$ cat config.mk
export PLATFORM = sky130hd
export DESIGN_NAME = vti_div
export DESIGN_NICKNAME = d
export VERILOG_FILES = /design/src/rtl/core/vti_pkg.sv /design/src/rtl/core/vti_div.sv
export SDC_FILE = /design/constraint.sdc
export NUM_CORES = 1
export LEC_CHECK = 0
export ABC_AREA = 1
export BUFFER_PORTS_ARGS = -buffer_cell sky130_fd_sc_hd__buf_4
export CAP_MARGIN = 15
export CORE_ASPECT_RATIO = 1.5
export CORE_UTILIZATION = 30
export CTS_BUF_LIST = sky130_fd_sc_hd__clkbuf_4 sky130_fd_sc_hd__clkbuf_8
export CTS_CLUSTER_SIZE = 20
export DETAILED_ROUTE_END_ITERATION = 10
export PLACE_DENSITY = 0.47
export SETUP_SLACK_MARGIN = 0.3
export SYNTH_ARGS = -nofsm -noshare
export SYNTH_HDL_FRONTEND = slang
export SYNTH_SLANG_ARGS = --single-unit
$ cat constraint.sdc
create_clock -name clk -period 5.1 [get_ports clk]
set_clock_uncertainty 0.15 [all_clocks]
set_input_delay 0.765 -clock clk [delete_from_list [all_inputs] [get_ports clk]]
set_output_delay 0.765 -clock clk [all_outputs]
set_load 0.02 [all_outputs]
$ cat src/rtl/core/vti_pkg.sv
// shared types, constants and helpers of the voltage table interpolator
// no dependencies; imported by every module of the block
`timescale 1ns / 1ps
`default_nettype none

package vti_pkg;

  // table geometry
  localparam int TABLE_DEPTH = 64;
  localparam int ROW_W       = (TABLE_DEPTH > 1) ? $clog2(TABLE_DEPTH) : 1;
  localparam int LEN_W       = $clog2(TABLE_DEPTH + 1);

  // field widths
  localparam int REQ_W     = 1;
  localparam int IDX_W     = 6;
  localparam int VOLT_W    = 25;
  localparam int CAP_W     = 10;
  localparam int QTY_W     = 31;
  localparam int BUS_W     = 15;
  localparam int SEL_W     = 2;
  localparam int VALUE_W   = 32;
  localparam int CASE_W    = 2;
  localparam int CFG_LEN_W = 7;

  // input tdata layout, lowest field first
  localparam int F_ROW_INDEX_LSB = 0;
  localparam int F_VOLTAGE_LSB   = F_ROW_INDEX_LSB + IDX_W;
  localparam int F_CAPACITY_LSB  = F_VOLTAGE_LSB + VOLT_W;
  localparam int F_CHARGE_LSB    = F_CAPACITY_LSB + CAP_W;
  localparam int F_ENERGY_LSB    = F_CHARGE_LSB + QTY_W;
  localparam int F_BUS_LSB       = F_ENERGY_LSB + QTY_W;
  localparam int F_SEL_LSB       = F_BUS_LSB + BUS_W;
  localparam int IN_FIELDS_W     = F_SEL_LSB + SEL_W;
  localparam int IN_TDATA_W      = ((IN_FIELDS_W + 7) / 8) * 8;
  localparam int OUT_TDATA_W     = VALUE_W;

  // interpolation arithmetic
  localparam int PROD_W    = VOLT_W + QTY_W;
  localparam int DIV_STEPS = QTY_W;
  localparam int DIV_CNT_W = $clog2(DIV_STEPS);

  // register port
  localparam int APB_ADDR_W = 3;
  localparam int APB_DATA_W = 32;
  localparam logic [APB_ADDR_W-3:0] REG_TABLE_LENGTH = '0;

  // constants
  localparam logic [VOLT_W-1:0]  UV_PER_MV        = VOLT_W'(1000);
  localparam logic [VALUE_W-1:0] DEFAULT_CAPACITY = VALUE_W'(500);

  // request kinds carried in tuser
  localparam logic [REQ_W-1:0] REQ_WRITE  = 1'b0;
  localparam logic [REQ_W-1:0] REQ_LOOKUP = 1'b1;

  // quantity selector codes
  localparam logic [SEL_W-1:0] QTY_CAPACITY = 2'd0;
  localparam logic [SEL_W-1:0] QTY_CHARGE   = 2'd1;
  localparam logic [SEL_W-1:0] QTY_ENERGY   = 2'd2;

  typedef enum logic [CASE_W-1:0] {
    CASE_EMPTY  = 2'd0,
    CASE_TOP    = 2'd1,
    CASE_BOTTOM = 2'd2,
    CASE_INTERP = 2'd3
  } lookup_case_t;

  typedef enum logic [3:0] {
    ST_IDLE,
    ST_TOP,
    ST_BOT,
    ST_SRCH,
    ST_LO,
    ST_HI,
    ST_MUL,
    ST_START,
    ST_DIV,
    ST_FIN
  } seq_state_t;

  // one table row
  typedef struct packed {
    logic [VOLT_W-1:0] voltage;
    logic [CAP_W-1:0]  capacity;
    logic [QTY_W-1:0]  charge;
    logic [QTY_W-1:0]  energy;
  } row_t;

  // table port control from the sequencer
  typedef struct packed {
    logic             wr_en;
    logic [ROW_W-1:0] wr_addr;
    row_t             wr_row;
    logic             rd_en;
    logic [ROW_W-1:0] rd_addr;
  } table_cmd_t;

  typedef struct packed {
    logic              start;
    logic [PROD_W-1:0] dividend;
    logic [VOLT_W-1:0] divisor;
  } div_req_t;

  typedef struct packed {
    logic                 done;
    logic [DIV_STEPS-1:0] quotient;
  } div_rsp_t;

  // selected quantity of a row, zero for the unused selector code
  function automatic logic [QTY_W-1:0] qty_of(input row_t row, input logic [SEL_W-1:0] sel);
    logic [QTY_W-1:0] q;
    unique case (sel)
      QTY_CAPACITY: q = QTY_W'(row.capacity);
      QTY_CHARGE:   q = row.charge;
      QTY_ENERGY:   q = row.energy;
      default:      q = '0;
    endcase
    return q;
  endfunction

endpackage

`default_nettype wire

$ cat src/rtl/core/vti_div.sv
// serial restoring divider, one quotient bit per cycle
// depends on vti_pkg; quotient must fit DIV_STEPS bits (remainder head below divisor)
`timescale 1ns / 1ps
`default_nettype none

module vti_div (
  input  logic              clk,
  input  logic              rst_n,
  input  vti_pkg::div_req_t req,
  output vti_pkg::div_rsp_t rsp
);
  import vti_pkg::*;

  logic                 busy_r;
  logic                 done_r;
  logic [DIV_CNT_W-1:0] cnt_r;
  logic [VOLT_W-1:0]    rem_r;
  logic [VOLT_W-1:0]    dvs_r;
  logic [DIV_STEPS-1:0] quo_r;
  logic [VOLT_W:0]      trial;
  logic [VOLT_W:0]      diff;
  logic                 fits;

  // trial subtract of the shifted partial remainder
  assign trial = {rem_r, quo_r[DIV_STEPS-1]};
  assign diff  = trial - {1'b0, dvs_r};
  assign fits  = (trial >= {1'b0, dvs_r});

  // step control
  always_ff @(posedge clk) begin
    if (!rst_n) begin
      busy_r <= 1'b0;
      done_r <= 1'b0;
      cnt_r  <= '0;
    end else begin
      done_r <= 1'b0;
      if (req.start) begin
        busy_r <= 1'b1;
        cnt_r  <= '0;
      end else if (busy_r) begin
        if (cnt_r == DIV_CNT_W'(DIV_STEPS - 1)) begin
          busy_r <= 1'b0;
          done_r <= 1'b1;
        end else begin
          cnt_r <= cnt_r + DIV_CNT_W'(1);
        end
      end
    end
  end

  // remainder and quotient shift register; dividend bits shift out as quotient bits shift in
  always_ff @(posedge clk) begin
    if (req.start) begin
      rem_r <= req.dividend[PROD_W-1 -: VOLT_W];
      quo_r <= req.dividend[DIV_STEPS-1:0];
      dvs_r <= req.divisor;
    end else if (busy_r) begin
      rem_r <= fits ? diff[VOLT_W-1:0] : trial[VOLT_W-1:0];
      quo_r <= {quo_r[DIV_STEPS-2:0], fits};
    end
  end

  assign rsp.done     = done_r;
  assign rsp.quotient = quo_r;

endmodule

`default_nettype wire

==> flow_metrics.py <==
metrics = {
    "outcome": {
        "status": "finished, final reports clean",
    },
    "final_layout": {
        "mostFrequentLayoutCells": "350 x nand2_1, 144 x inv_1, 119 x buf_4",
        "final_common_cell": "nand2_1",
        "drive_gt1_share_pct": 16.7,
        "fillers": 2123,
        "num_antenna_cells": 0,
        "design_area_sq_mm": 0.00718,
        "final_nets": 1022,
        "final_util_pct": 37.5,
        "areaGrowthSynthToFinish_pct": 22.2,
    },
    "hold_path": {
        "hold_class": "reg -> reg",
        "whs_path_depth": 2,
        "min_from": "busy_r$_SDFF_PN0_",
        "min_to": "done_r$_SDFF_PP0_",
    },
    "setup_path": {
        "critPathKind": "reg -> reg",
        "crit_family": "simple AND/OR/NAND/NOR gates",
        "required_ns": 5.11,
        "worstPathCellList": "inv_1, ha_1, inv_1, fa_1, nand3_1, nand3_1, nand2_2, nand3_4, nand2_1, nand2_1, nand2_1, nand2_1",
        "cp-start-kind": "flop",
        "rr_startpoint": "quo_r[30]$_DFFE_PP_",
        "crit_buf_inv": 2,
        "path_max_fanout": 26,
        "r2r_slack_ns": 1.97,
        "slowest_delay_ns": 0.52,
        "r2r_cells": 12,
        "critPathCaptureType": "flop",
        "arrival_ns": 3.14,
        "cp_slowest_cell": "nand2_2",
        "path_common_cell": "nand2_1",
        "timing.rr.end": "rem_r[22]$_DFFE_PP_",
    },
    "grt": {
        "grt_pass1_vias": 5250,
        "grt-ovfl-total": 0,
        "antenna_found_initial": 0,
        "grt_max_degree": 82,
        "grt_util_all_layers_pct": 16.9,
        "grt_pass1_wl_mm": 26.0,
    },
    "timing": {
        "tightest_slew_ns": 0.909,
        "setup_tns_ns": 0,
        "fmax_mhz": 319,
        "hold_viol": 0,
        "period_needed_ns": 3.13,
        "fin_hold_ws_ns": 0.336,
        "finalCritPeriodShare_pct": 61.4,
        "max_slew_margin_pct": 39.4,
        "drv_slew": 0,
        "finalSetupViolations": 0,
        "rsz0062_at_grt": "false",
    },
    "synthesis": {
        "yosys.cell_types.count": 35,
        "synth-seq-area-share_pct": 43.8,
        "synth-seq-cells": 88,
        "synth_area_per_cell_sq_um": 7.34,
        "synth_flop_cell": "edfxtp_1",
        "syn_area_sq_mm": 0.00588,
        "yosysWarnings": 0,
        "synthCells": 801,
        "synth_fp_nets": 913,
        "synth_edf_count": 81,
        "synthArstFlopShare_pct": 0,
    },
    "power_and_ir_drop": {
        "clkPwrFrac_pct": 20.2,
        "leakagePower_nw": 3.76,
        "switchingPower_w": 0.000963,
        "vdd_drop_max_mv": 0.165,
        "comb_power_share_pct": 41.6,
        "power.density_mw_per_mm2": 348,
        "swShare_pct": 38.5,
        "pwr-share-seq_pct": 38.2,
        "p_int_w": 0.00154,
        "p_total_w": 0.00250,
    },
    "clock_tree": {
        "cts_setup_buffers": 0,
        "root_buffer": "clkbuf_8",
        "cts.repair.resized": 0,
        "clk_pin_slew_worst_paths_ns": 0.09,
        "h-tree-depth": 3,
        "worstSkewPairLatency_ns": 0.39,
        "cts_made_buffers": 9,
        "cts.sinks": 88,
        "cts_tree": "done",
        "hold_buffers": 0,
        "cts_max_path_buffers": 2,
    },
    "floorplanning": {
        "num_rows": 62,
        "num_io_pins": 116,
        "start_util_pct": 30.7,
        "core_sq_mm": 0.0192,
        "die_x_um": 116,
        "die_y_um": 173,
        "floorplan.die_area_sq_mm": 0.0202,
    },
    "place": {
        "port_buffers": 115,
        "dp_hpwl_mm": 11.4,
        "place_area_sq_mm": 0.00699,
        "place_congestion": 0.879,
    },
    "route": {
        "drc": 0,
        "first_iter_violations": 161,
        "post_drt_wl_per_cell_um": 13.4,
        "detail-route-antenna-nets": 0,
        "drt_first_pass_iters": 4,
        "wl_mm": 15.6,
        "vias_per_cell": 4.38,
        "vias": 5131,
    },
    "flow_run": {
        "max_cap_violations": 0,
    },
}
[worst max path at each step]
stage | startpoint | to | slack [ns] | depth (start not counted)
final | quo_r[30]$_DFFE_PP_ | rem_r[22]$_DFFE_PP_ | 1.97 | 12
after global routing | quo_r[30]$_DFFE_PP_ | rem_r[22]$_DFFE_PP_ | 1.67 | 12
after CTS | quo_r[30]$_DFFE_PP_ | rem_r[22]$_DFFE_PP_ | 1.89 | 12
after detailed placement | quo_r[30]$_DFFE_PP_ | rem_r[22]$_DFFE_PP_ | 1.90 | 12
after global placement | quo_r[30]$_DFFE_PP_ | rem_r[22]$_DFFE_PP_ | 1.96 | 12
after floorplan | req[81] | quo_r[0]$_DFFE_PP_ | 1.91 | 4
[cell families after synthesis]
family	synth area share, %
compound gates	2.13
xor+xnor	1.79
fa+ha+maj	6.09
buf+inv	11.1
flops	43.8
simple gates	35.1
[per-stage QoR]
stage,setup WS (ns),std cells
after floorplan,1.91,801
after global placement,1.96,1155
after detailed placement,1.90,1155
after CTS,1.89,1171
after global routing,1.67,1171
final,1.97,1171
[synthesized netlist by cell type (all sizes together), types with 7 or more instances]
library cell    n  share of area [%]
ha             27                5.7
nor2           35                2.6
buf            12                1.2
edfxtp         81                 41
xnor2          10                1.5
nor3            8               0.85
nand4          33                3.5
a21oi          15                1.5
nand2         354                 23
clkbuf          9               0.57
dfxtp           7                2.4
nand3          48                4.5
inv           146                9.3
[state kept, by name (all words and copies together), names as in the netlist]
name	cells
cnt_r	5
quo_r	31
done_r	1
rem_r	25
busy_r	1
dvs_r	25
[power groups by stage]
stage	Clock, W	Sequential (W)	Combinational [W]
6_report	0.000505	0.000955	0.00104
5_1_grt	0.000555	0.000970	0.00120
4_1_cts	0.000535	0.000957	0.00106
3_5_place_dp	0	0.000969	0.00106
3_3_place_gp	0	0.000971	0.00106
2_1_floorplan	0	0.000994	0.000725
[worst register-to-register path, stage by stage, from the launching register on]
cell      delay, ns
edfxtp_1       0.41
inv_1          0.09
ha_1           0.15
inv_1          0.08
fa_1           0.45
nand3_1        0.12
nand3_1        0.15
nand2_2        0.52
nand3_4        0.43
nand2_1        0.20
nand2_1        0.06
nand2_1        0.05
nand2_1        0.04
[layout make-up]
type / count / area, sq um / area share, %
clock inverter: 4 / 48.8 / 0.679
tap: 256 / 320 / 4.46
timing repair buffer: 119 / 893 / 12.4
multi-input combinational: 546 / 2660 / 37.0
sequential: 88 / 2570 / 35.8
inverter: 146 / 548 / 7.63
clock buffer: 12 / 146 / 2.04
[layer usage]
metal | global-route usage (%) | routed length (um)
met3 | 3.92 | 745
met4 | 6.30 | 294
met5 | 0 | 0
met2 | 30.4 | 8310
met1 | 18.8 | 6290
(Power assumes the default switching activity.)
