--- src/rtl/core/vti_pkg.sv ---
// shared types, constants and helpers of the voltage table interpolator
// no dependencies; imported by every module of the block
`timescale 1ns / 1ps
`default_nettype none

package vti_pkg;

  // table geometry
  localparam int TABLE_DEPTH = 64;
  localparam int ROW_W       = (TABLE_DEPTH > 1) ? $clog2(TABLE_DEPTH) : 1;
  localparam int LEN_W       = $clog2(TABLE_DEPTH + 1);

  // field widths
  localparam int REQ_W     = 1;
  localparam int IDX_W     = 6;
  localparam int VOLT_W    = 25;
  localparam int CAP_W     = 10;
  localparam int QTY_W     = 31;
  localparam int BUS_W     = 15;
  localparam int SEL_W     = 2;
  localparam int VALUE_W   = 32;
  localparam int CASE_W    = 2;
  localparam int CFG_LEN_W = 7;

  // input tdata layout, lowest field first
  localparam int F_ROW_INDEX_LSB = 0;
  localparam int F_VOLTAGE_LSB   = F_ROW_INDEX_LSB + IDX_W;
  localparam int F_CAPACITY_LSB  = F_VOLTAGE_LSB + VOLT_W;
  localparam int F_CHARGE_LSB    = F_CAPACITY_LSB + CAP_W;
  localparam int F_ENERGY_LSB    = F_CHARGE_LSB + QTY_W;
  localparam int F_BUS_LSB       = F_ENERGY_LSB + QTY_W;
  localparam int F_SEL_LSB       = F_BUS_LSB + BUS_W;
  localparam int IN_FIELDS_W     = F_SEL_LSB + SEL_W;
  localparam int IN_TDATA_W      = ((IN_FIELDS_W + 7) / 8) * 8;
  localparam int OUT_TDATA_W     = VALUE_W;

  // interpolation arithmetic
  localparam int PROD_W    = VOLT_W + QTY_W;
  localparam int DIV_STEPS = QTY_W;
  localparam int DIV_CNT_W = $clog2(DIV_STEPS);

  // register port
  localparam int APB_ADDR_W = 3;
  localparam int APB_DATA_W = 32;
  localparam logic [APB_ADDR_W-3:0] REG_TABLE_LENGTH = '0;

  // constants
  localparam logic [VOLT_W-1:0]  UV_PER_MV        = VOLT_W'(1000);
  localparam logic [VALUE_W-1:0] DEFAULT_CAPACITY = VALUE_W'(500);

  // request kinds carried in tuser
  localparam logic [REQ_W-1:0] REQ_WRITE  = 1'b0;
  localparam logic [REQ_W-1:0] REQ_LOOKUP = 1'b1;

  // quantity selector codes
  localparam logic [SEL_W-1:0] QTY_CAPACITY = 2'd0;
  localparam logic [SEL_W-1:0] QTY_CHARGE   = 2'd1;
  localparam logic [SEL_W-1:0] QTY_ENERGY   = 2'd2;

  typedef enum logic [CASE_W-1:0] {
    CASE_EMPTY  = 2'd0,
    CASE_TOP    = 2'd1,
    CASE_BOTTOM = 2'd2,
    CASE_INTERP = 2'd3
  } lookup_case_t;

  typedef enum logic [3:0] {
    ST_IDLE,
    ST_TOP,
    ST_BOT,
    ST_SRCH,
    ST_LO,
    ST_HI,
    ST_MUL,
    ST_START,
    ST_DIV,
    ST_FIN
  } seq_state_t;

  // one table row
  typedef struct packed {
    logic [VOLT_W-1:0] voltage;
    logic [CAP_W-1:0]  capacity;
    logic [QTY_W-1:0]  charge;
    logic [QTY_W-1:0]  energy;
  } row_t;

  // table port control from the sequencer
  typedef struct packed {
    logic             wr_en;
    logic [ROW_W-1:0] wr_addr;
    row_t             wr_row;
    logic             rd_en;
    logic [ROW_W-1:0] rd_addr;
  } table_cmd_t;

  typedef struct packed {
    logic              start;
    logic [PROD_W-1:0] dividend;
    logic [VOLT_W-1:0] divisor;
  } div_req_t;

  typedef struct packed {
    logic                 done;
    logic [DIV_STEPS-1:0] quotient;
  } div_rsp_t;

  // selected quantity of a row, zero for the unused selector code
  function automatic logic [QTY_W-1:0] qty_of(input row_t row, input logic [SEL_W-1:0] sel);
    logic [QTY_W-1:0] q;
    unique case (sel)
      QTY_CAPACITY: q = QTY_W'(row.capacity);
      QTY_CHARGE:   q = row.charge;
      QTY_ENERGY:   q = row.energy;
      default:      q = '0;
    endcase
    return q;
  endfunction

endpackage

`default_nettype wire

--- src/rtl/core/vti_seq.sv ---
// lookup sequencer: stream handshake, clamp checks, binary search over the
// table port, interpolation setup and result register; depends on vti_pkg
`timescale 1ns / 1ps
`default_nettype none

module vti_seq (
  input  logic                              clk,
  input  logic                              rst_n,
  input  logic                              in_tvalid,
  output logic                              in_tready,
  input  logic [vti_pkg::IN_TDATA_W-1:0]    in_tdata,
  input  logic [vti_pkg::REQ_W-1:0]         in_tuser,
  output logic                              out_tvalid,
  input  logic                              out_tready,
  output logic [vti_pkg::OUT_TDATA_W-1:0]   out_tdata,
  output logic [vti_pkg::CASE_W-1:0]        out_tuser,
  input  logic [vti_pkg::CFG_LEN_W-1:0]     table_length,
  output vti_pkg::table_cmd_t               tbl_cmd,
  input  vti_pkg::row_t                     rd_row,
  output vti_pkg::div_req_t                 div_req,
  input  vti_pkg::div_rsp_t                 div_rsp
);
  import vti_pkg::*;

  seq_state_t state_r, state_nxt;

  // input fields
  logic [IDX_W-1:0]  f_row_index;
  logic [VOLT_W-1:0] f_voltage;
  logic [CAP_W-1:0]  f_capacity;
  logic [QTY_W-1:0]  f_charge;
  logic [QTY_W-1:0]  f_energy;
  logic [BUS_W-1:0]  f_bus;
  logic [SEL_W-1:0]  f_sel;

  logic              in_acc;
  logic              row_in_range;
  logic [LEN_W-1:0]  len_eff;
  logic [ROW_W-1:0]  last_row;

  // lookup working registers
  logic [VOLT_W-1:0]  bus_uv_r;
  logic [SEL_W-1:0]   sel_r;
  logic [LEN_W-1:0]   len_r;
  logic [ROW_W-1:0]   lo_r, hi_r, mid_r;
  logic [VOLT_W-1:0]  vlo_r;
  logic [QTY_W-1:0]   qlo_r;
  logic [VOLT_W-1:0]  a_r;
  logic [VOLT_W-1:0]  e_r;
  logic [QTY_W-1:0]   mag_r;
  logic               neg_r;
  logic [PROD_W-1:0]  prod_r;
  logic [VALUE_W-1:0] res_value_r;
  lookup_case_t       res_case_r;

  // result register
  logic               out_valid_r;
  logic [VALUE_W-1:0] out_value_r;
  lookup_case_t       out_case_r;
  logic               load_out;

  // search step
  logic [ROW_W-1:0] lo_nxt, hi_nxt, mid_nxt, span, search_addr;
  logic [ROW_W:0]   mid_sum;
  logic             more;
  logic             go_hi;
  logic [QTY_W-1:0] rd_q;

  assign f_row_index = in_tdata[F_ROW_INDEX_LSB +: IDX_W];
  assign f_voltage   = in_tdata[F_VOLTAGE_LSB +: VOLT_W];
  assign f_capacity  = in_tdata[F_CAPACITY_LSB +: CAP_W];
  assign f_charge    = in_tdata[F_CHARGE_LSB +: QTY_W];
  assign f_energy    = in_tdata[F_ENERGY_LSB +: QTY_W];
  assign f_bus       = in_tdata[F_BUS_LSB +: BUS_W];
  assign f_sel       = in_tdata[F_SEL_LSB +: SEL_W];

  assign in_tready    = (state_r == ST_IDLE);
  assign in_acc       = in_tvalid && in_tready;
  assign row_in_range = (int'(f_row_index) < TABLE_DEPTH);
  assign len_eff      = (int'(table_length) > TABLE_DEPTH) ? LEN_W'(TABLE_DEPTH)
                                                           : LEN_W'(table_length);
  assign last_row     = ROW_W'(len_r - LEN_W'(1));
  assign rd_q         = qty_of(rd_row, sel_r);
  assign go_hi        = (bus_uv_r > rd_row.voltage);

  // bracket update: start from the end rows, then halve
  always_comb begin
    lo_nxt = lo_r;
    hi_nxt = hi_r;
    if (state_r == ST_BOT) begin
      lo_nxt = '0;
      hi_nxt = last_row;
    end else if (state_r == ST_SRCH) begin
      if (go_hi) begin
        hi_nxt = mid_r;
      end else begin
        lo_nxt = mid_r;
      end
    end
  end

  assign span        = hi_nxt - lo_nxt;
  assign more        = (span > ROW_W'(1));
  assign mid_sum     = {1'b0, lo_nxt} + {1'b0, hi_nxt};
  assign mid_nxt     = mid_sum[ROW_W:1];
  assign search_addr = more ? mid_nxt : lo_nxt;

  // next state and port control
  always_comb begin
    state_nxt = state_r;
    tbl_cmd   = '0;
    div_req   = '0;
    unique case (state_r)
      ST_IDLE: begin
        if (in_acc) begin
          if (in_tuser == REQ_WRITE) begin
            tbl_cmd.wr_en           = row_in_range;
            tbl_cmd.wr_addr         = ROW_W'(f_row_index);
            tbl_cmd.wr_row.voltage  = f_voltage;
            tbl_cmd.wr_row.capacity = f_capacity;
            tbl_cmd.wr_row.charge   = f_charge;
            tbl_cmd.wr_row.energy   = f_energy;
          end else if (len_eff == '0) begin
            state_nxt = ST_FIN;
          end else begin
            tbl_cmd.rd_en   = 1'b1;
            tbl_cmd.rd_addr = '0;
            state_nxt       = ST_TOP;
          end
        end
      end
      ST_TOP: begin
        if (bus_uv_r >= rd_row.voltage) begin
          state_nxt = ST_FIN;
        end else begin
          tbl_cmd.rd_en   = 1'b1;
          tbl_cmd.rd_addr = last_row;
          state_nxt       = ST_BOT;
        end
      end
      ST_BOT: begin
        if (bus_uv_r <= rd_row.voltage) begin
          state_nxt = ST_FIN;
        end else begin
          tbl_cmd.rd_en   = 1'b1;
          tbl_cmd.rd_addr = search_addr;
          state_nxt       = more ? ST_SRCH : ST_LO;
        end
      end
      ST_SRCH: begin
        tbl_cmd.rd_en   = 1'b1;
        tbl_cmd.rd_addr = search_addr;
        state_nxt       = more ? ST_SRCH : ST_LO;
      end
      ST_LO: begin
        tbl_cmd.rd_en   = 1'b1;
        tbl_cmd.rd_addr = hi_r;
        state_nxt       = ST_HI;
      end
      ST_HI: begin
        state_nxt = ST_MUL;
      end
      ST_MUL: begin
        state_nxt = ST_START;
      end
      ST_START: begin
        // dividend carries the half-divisor bias for round to nearest
        div_req.start    = 1'b1;
        div_req.dividend = prod_r + PROD_W'(e_r >> 1);
        div_req.divisor  = e_r;
        state_nxt        = ST_DIV;
      end
      ST_DIV: begin
        if (div_rsp.done) begin
          state_nxt = ST_FIN;
        end
      end
      ST_FIN: begin
        if (!out_valid_r || out_tready) begin
          state_nxt = ST_IDLE;
        end
      end
      default: state_nxt = ST_IDLE;
    endcase
  end

  // state register and result valid
  always_ff @(posedge clk) begin
    if (!rst_n) begin
      state_r     <= ST_IDLE;
      out_valid_r <= 1'b0;
    end else begin
      state_r <= state_nxt;
      if (load_out) begin
        out_valid_r <= 1'b1;
      end else if (out_tready) begin
        out_valid_r <= 1'b0;
      end
    end
  end

  // lookup datapath; both end rows bracket the voltage strictly, so the
  // interpolation runs on magnitudes with vlo >= bus > vhi
  always_ff @(posedge clk) begin
    unique case (state_r)
      ST_IDLE: begin
        if (in_acc && (in_tuser == REQ_LOOKUP)) begin
          bus_uv_r    <= f_bus * UV_PER_MV;
          sel_r       <= f_sel;
          len_r       <= len_eff;
          res_case_r  <= CASE_EMPTY;
          res_value_r <= (f_sel == QTY_CAPACITY) ? DEFAULT_CAPACITY : '0;
        end
      end
      ST_TOP: begin
        res_case_r  <= CASE_TOP;
        res_value_r <= {1'b0, rd_q};
      end
      ST_BOT: begin
        res_case_r  <= CASE_BOTTOM;
        res_value_r <= {1'b0, rd_q};
        lo_r        <= lo_nxt;
        hi_r        <= hi_nxt;
        mid_r       <= mid_nxt;
      end
      ST_SRCH: begin
        lo_r  <= lo_nxt;
        hi_r  <= hi_nxt;
        mid_r <= mid_nxt;
      end
      ST_LO: begin
        vlo_r <= rd_row.voltage;
        qlo_r <= rd_q;
      end
      ST_HI: begin
        a_r   <= vlo_r - bus_uv_r;
        e_r   <= vlo_r - rd_row.voltage;
        neg_r <= (rd_q < qlo_r);
        mag_r <= (rd_q < qlo_r) ? (qlo_r - rd_q) : (rd_q - qlo_r);
      end
      ST_MUL: begin
        prod_r <= a_r * mag_r;
      end
      ST_DIV: begin
        if (div_rsp.done) begin
          res_case_r  <= CASE_INTERP;
          res_value_r <= neg_r ? ({1'b0, qlo_r} - {1'b0, div_rsp.quotient})
                               : ({1'b0, qlo_r} + {1'b0, div_rsp.quotient});
        end
      end
      default: ;
    endcase
  end

  // output register
  assign load_out = (state_r == ST_FIN) && (!out_valid_r || out_tready);

  always_ff @(posedge clk) begin
    if (load_out) begin
      out_value_r <= res_value_r;
      out_case_r  <= res_case_r;
    end
  end

  assign out_tvalid = out_valid_r;
  assign out_tdata  = out_value_r;
  assign out_tuser  = out_case_r;

endmodule

`default_nettype wire

--- config.mk ---
export PLATFORM = sky130hd
export DESIGN_NAME = vti_seq
export DESIGN_NICKNAME = d
export VERILOG_FILES = /design/src/rtl/core/vti_pkg.sv /design/src/rtl/core/vti_seq.sv
export SDC_FILE = /design/constraint.sdc
export NUM_CORES = 2
export LEC_CHECK = 0
export ABC_AREA = 1
export BUFFER_PORTS_ARGS = -buffer_cell sky130_fd_sc_hd__buf_2
export CAP_MARGIN = 20
export CORE_MARGIN = 5
export CORE_UTILIZATION = 35
export DETAILED_ROUTE_END_ITERATION = 8
export PLACE_DENSITY_LB_ADDON = 0.2
export SYNTH_ARGS = -nofsm -noshare
export SYNTH_HDL_FRONTEND = slang
export SYNTH_SLANG_ARGS = --single-unit
--- constraint.sdc ---
create_clock -name clk -period 11.4 [get_ports clk]
set_input_delay 0.57 -clock clk [delete_from_list [all_inputs] [get_ports clk]]
set_output_delay 0.57 -clock clk [all_outputs]
set_load 0.05 [all_outputs]
==> out/qor.yml <==
outcome:
  failed_checks: "DRC"
  status: "finished with violations"
synthesis:
  synth_edf_count: 310
  synth_cells: 7239
  ys_top_cells_by_count: "1779 x inv_1, 1774 x nand2_1, 722 x fa_1"
  synth.largest_area_cell: "fa_1"
  synth_compound_area_share_pct: 8.16
  seq_area_frac_synth_pct: 17.3
  synth-simple-area-share_pct: 20.5
  avgSynthCellArea_um2: 7.50
  synth_fa_ha_area_share_pct: 36.7
  ys.flop_type: "edfxtp_1"
  syn_nets: 8660
  netlist_top_cells_area: "fa_1 27%, edfxtp_1 17%, inv_1 12%"
  yosysWarningCount: 0
  synthMuxAreaShare_pct: 0
  synth_xor_area_share_pct: 3.16
  synth_most_common_cell: "inv_1"
  synth.distinct_cells: 59
  synth_top_area_share_pct: 26.6
  synth_top_family_by_area: "adder cells"
  synth_area_mm2: 0.0543
  synth-async-reset-ratio_pct: 0
  synth_seq_cells: 315
clock_network:
  hold_buffers: 0
  clock_path_buffers: 3
  cts_htree_levels: 2
  cts_resized: 0
  cts_sinks: 315
  cts_buffers: 42
  post_cts_buffers: 0
  clk_latency_ps: 630
  cts_tree: "done"
  cts-root-buf: "clkbuf_16"
  clkTransAtPathRegs_ps: 60
placement:
  hpwl_mm: 164
  place_inst: 9609
  globalplace.congestion: 0.973
  port_buffers: 489
timing:
  max_clock_freq_ghz: 0.140
  drv_slew: 0
  maxSlewHeadroom_pct: 30.1
  setup_viol: 0
  grt_setup_unrepaired: "no"
  period_minus_slack_ps: 7140
  fin_crit_sh_pct: 62.7
  fin_tns_setup_ps: 0
  skew_ps: 54.2
  worst_pin_slew_ps: 1050
  hold_violations: 0
route:
  via_per_inst: 4.94
  routedWlPerCell_um: 20.1
  antenna_left: 0
  routed_wl_mm: 195
  drc: 1
  drt_iter0_markers: 3467
  via_count: 47916
  first_pass_iters: 9
global_route:
  antenna_found_initial: 36
  grtUsageMet3_pct: 3.34
  grt_use_met1_pct: 30.3
  met2_usage_pct: 41.3
  top_usage_layer: "met2"
  grt_pass1_vias: 48557
  grt_remaining_overflow: 0
  grt_pass1_wl_mm: 295
  grt_max_degree: 77
  track_usage_pct: 23.5
layout:
  fin_nets: 9031
  fin_cells: 9698
  fillerInstances: 16296
  drive_above_1_share_pct: 9.22
  areaGrowthSynthToFinish_pct: 11.3
die:
  core_area_mm2: 0.154
  initial_core_util_pct: 35.2
  rows: 144
  dieWidth_um: 404
  fp.dieArea_mm2: 0.163
  num_io_pins: 490
  die_h_um: 404
critical_path:
  critical-path-top-delay-family: "adder cells"
  crit_fanout: 15
  cp.arrival_ps: 7480
  max_stage_delay_ps: 710
  crit_chain: "buf_4 > nand2_1 > fa_1 > inv_1 > fa_1 > inv_1 > fa_1 > inv_1 > fa_1 > fa_1 > fa_1 > inv_1 > fa_1 > inv_1 > ha_1 > nand2_1 > nor2_1 > inv_1 > nor2_1 > inv_1 > nor4_1 > nand3_1 > nand3_1 > nand2_1"
  path_class: "register to register"
  cp-start-kind: "register"
  worstSetupEndpointType: "register"
  critPathSlowestCell: "edfxtp_1"
  path_buf_inv: 8
  required_ps: 11740
power_and_ir_drop:
  leakagePower_nw: 32.9
  vdd_ir_drop_max_mv: 0.167
  power.density_mw_per_mm2: 102
flow_run:
  maxCapViolations: 0
worst_hold_path:
  hold_class: "primary input to register"
-- cells by family after synthesis --
| kind of cell | count (synthesis) |
|---|---|
| AOI/OAI and AO/OA | 789 |
| xor gates and xnor gates | 196 |
| adders and majority gates | 1160 |
| buffers and inverters | 2024 |
| DFF | 315 |
| and+or+nand+nor | 2755 |
-- worst paths after layout --
kind	startpoint	end	slack, ps	cells past startpoint
setup / recovery	mag_r[23]	prod_r[52]	4260	24
hold / removal	rd_row[76]	vlo_r[4]	150	1
setup reg to reg	mag_r[23]	prod_r[52]	4260	24
hold reg to reg	res_value_r[15]	out_tdata[15]	410	0
-- sequential cells by signal, summed over array words and instances, names as in the netlist, 22 cells and up --
signal / count
a_r: 25
bus_uv_r: 22
e_r: 25
mag_r: 31
out_tdata: 32
prod_r: 56
qlo_r: 31
res_value_r: 32
vlo_r: 25
-- routing by layer --
metal	routed length (µm)	vias to the layer above
met5	122	-
met1	81200	23466
met4	5730	18
li1	-	22637
met3	11900	261
met2	95800	1534
-- layout by cell type, fill, tap and decap left out, drive strengths merged, types with 32 or more instances in the layout --
master and instances:
nand2 1794, inv 1785, fa 722, nor2 585, buf 562, ha 438
a21oi 352, edfxtp 310, o21ai 256, nand3 218, xor2 146, nor3 55
xnor2 50, clkbuf 48, nand4 40, a21o 37, o21bai 32
-- final cells by class --
cell class | count | area (µm²) | share of cell area [%]
Inverter | 1789 | 6720 | 11.1
Clock inverter | 25 | 314 | 0.520
Timing Repair Buffer | 562 | 3030 | 5.01
Sequential cell | 315 | 9410 | 15.6
Clock buffer | 48 | 1090 | 1.81
Multi-Input combinational cell | 4900 | 37200 | 61.7
Antenna cell | 15 | 37.5 | 0.0621
Tap cell | 2044 | 2560 | 4.23
-- per-stage QoR --
| stage | area, µm² | hold WS (ps) | setup slack, ps | total power, mW | utilization [%] |
|---|---|---|---|---|---|
| after detailed placement | 58900 | 405 | 4300 | 4.77 | 38.2 |
| after CTS | 60300 | 107 | 4230 | 6.21 | 39.2 |
| final | 60400 | 149 | 4260 | 6.17 | 39.2 |
| after global placement | 58900 | 404 | 4250 | 4.76 | 38.2 |
| after floorplan | 54300 | 400 | 5280 | 3.79 | - |
| after global routing | 60400 | 122 | 3870 | 6.60 | 39.2 |
-- report_power, final --
group / switching [mW] / internal [mW] / total [mW]
clock network: 0.580 / 0.827 / 1.41
registers: 0.0612 / 1.58 / 1.64
logic: 2.14 / 0.981 / 3.12
No activity file was read; power rests on OpenSTA's default activity.
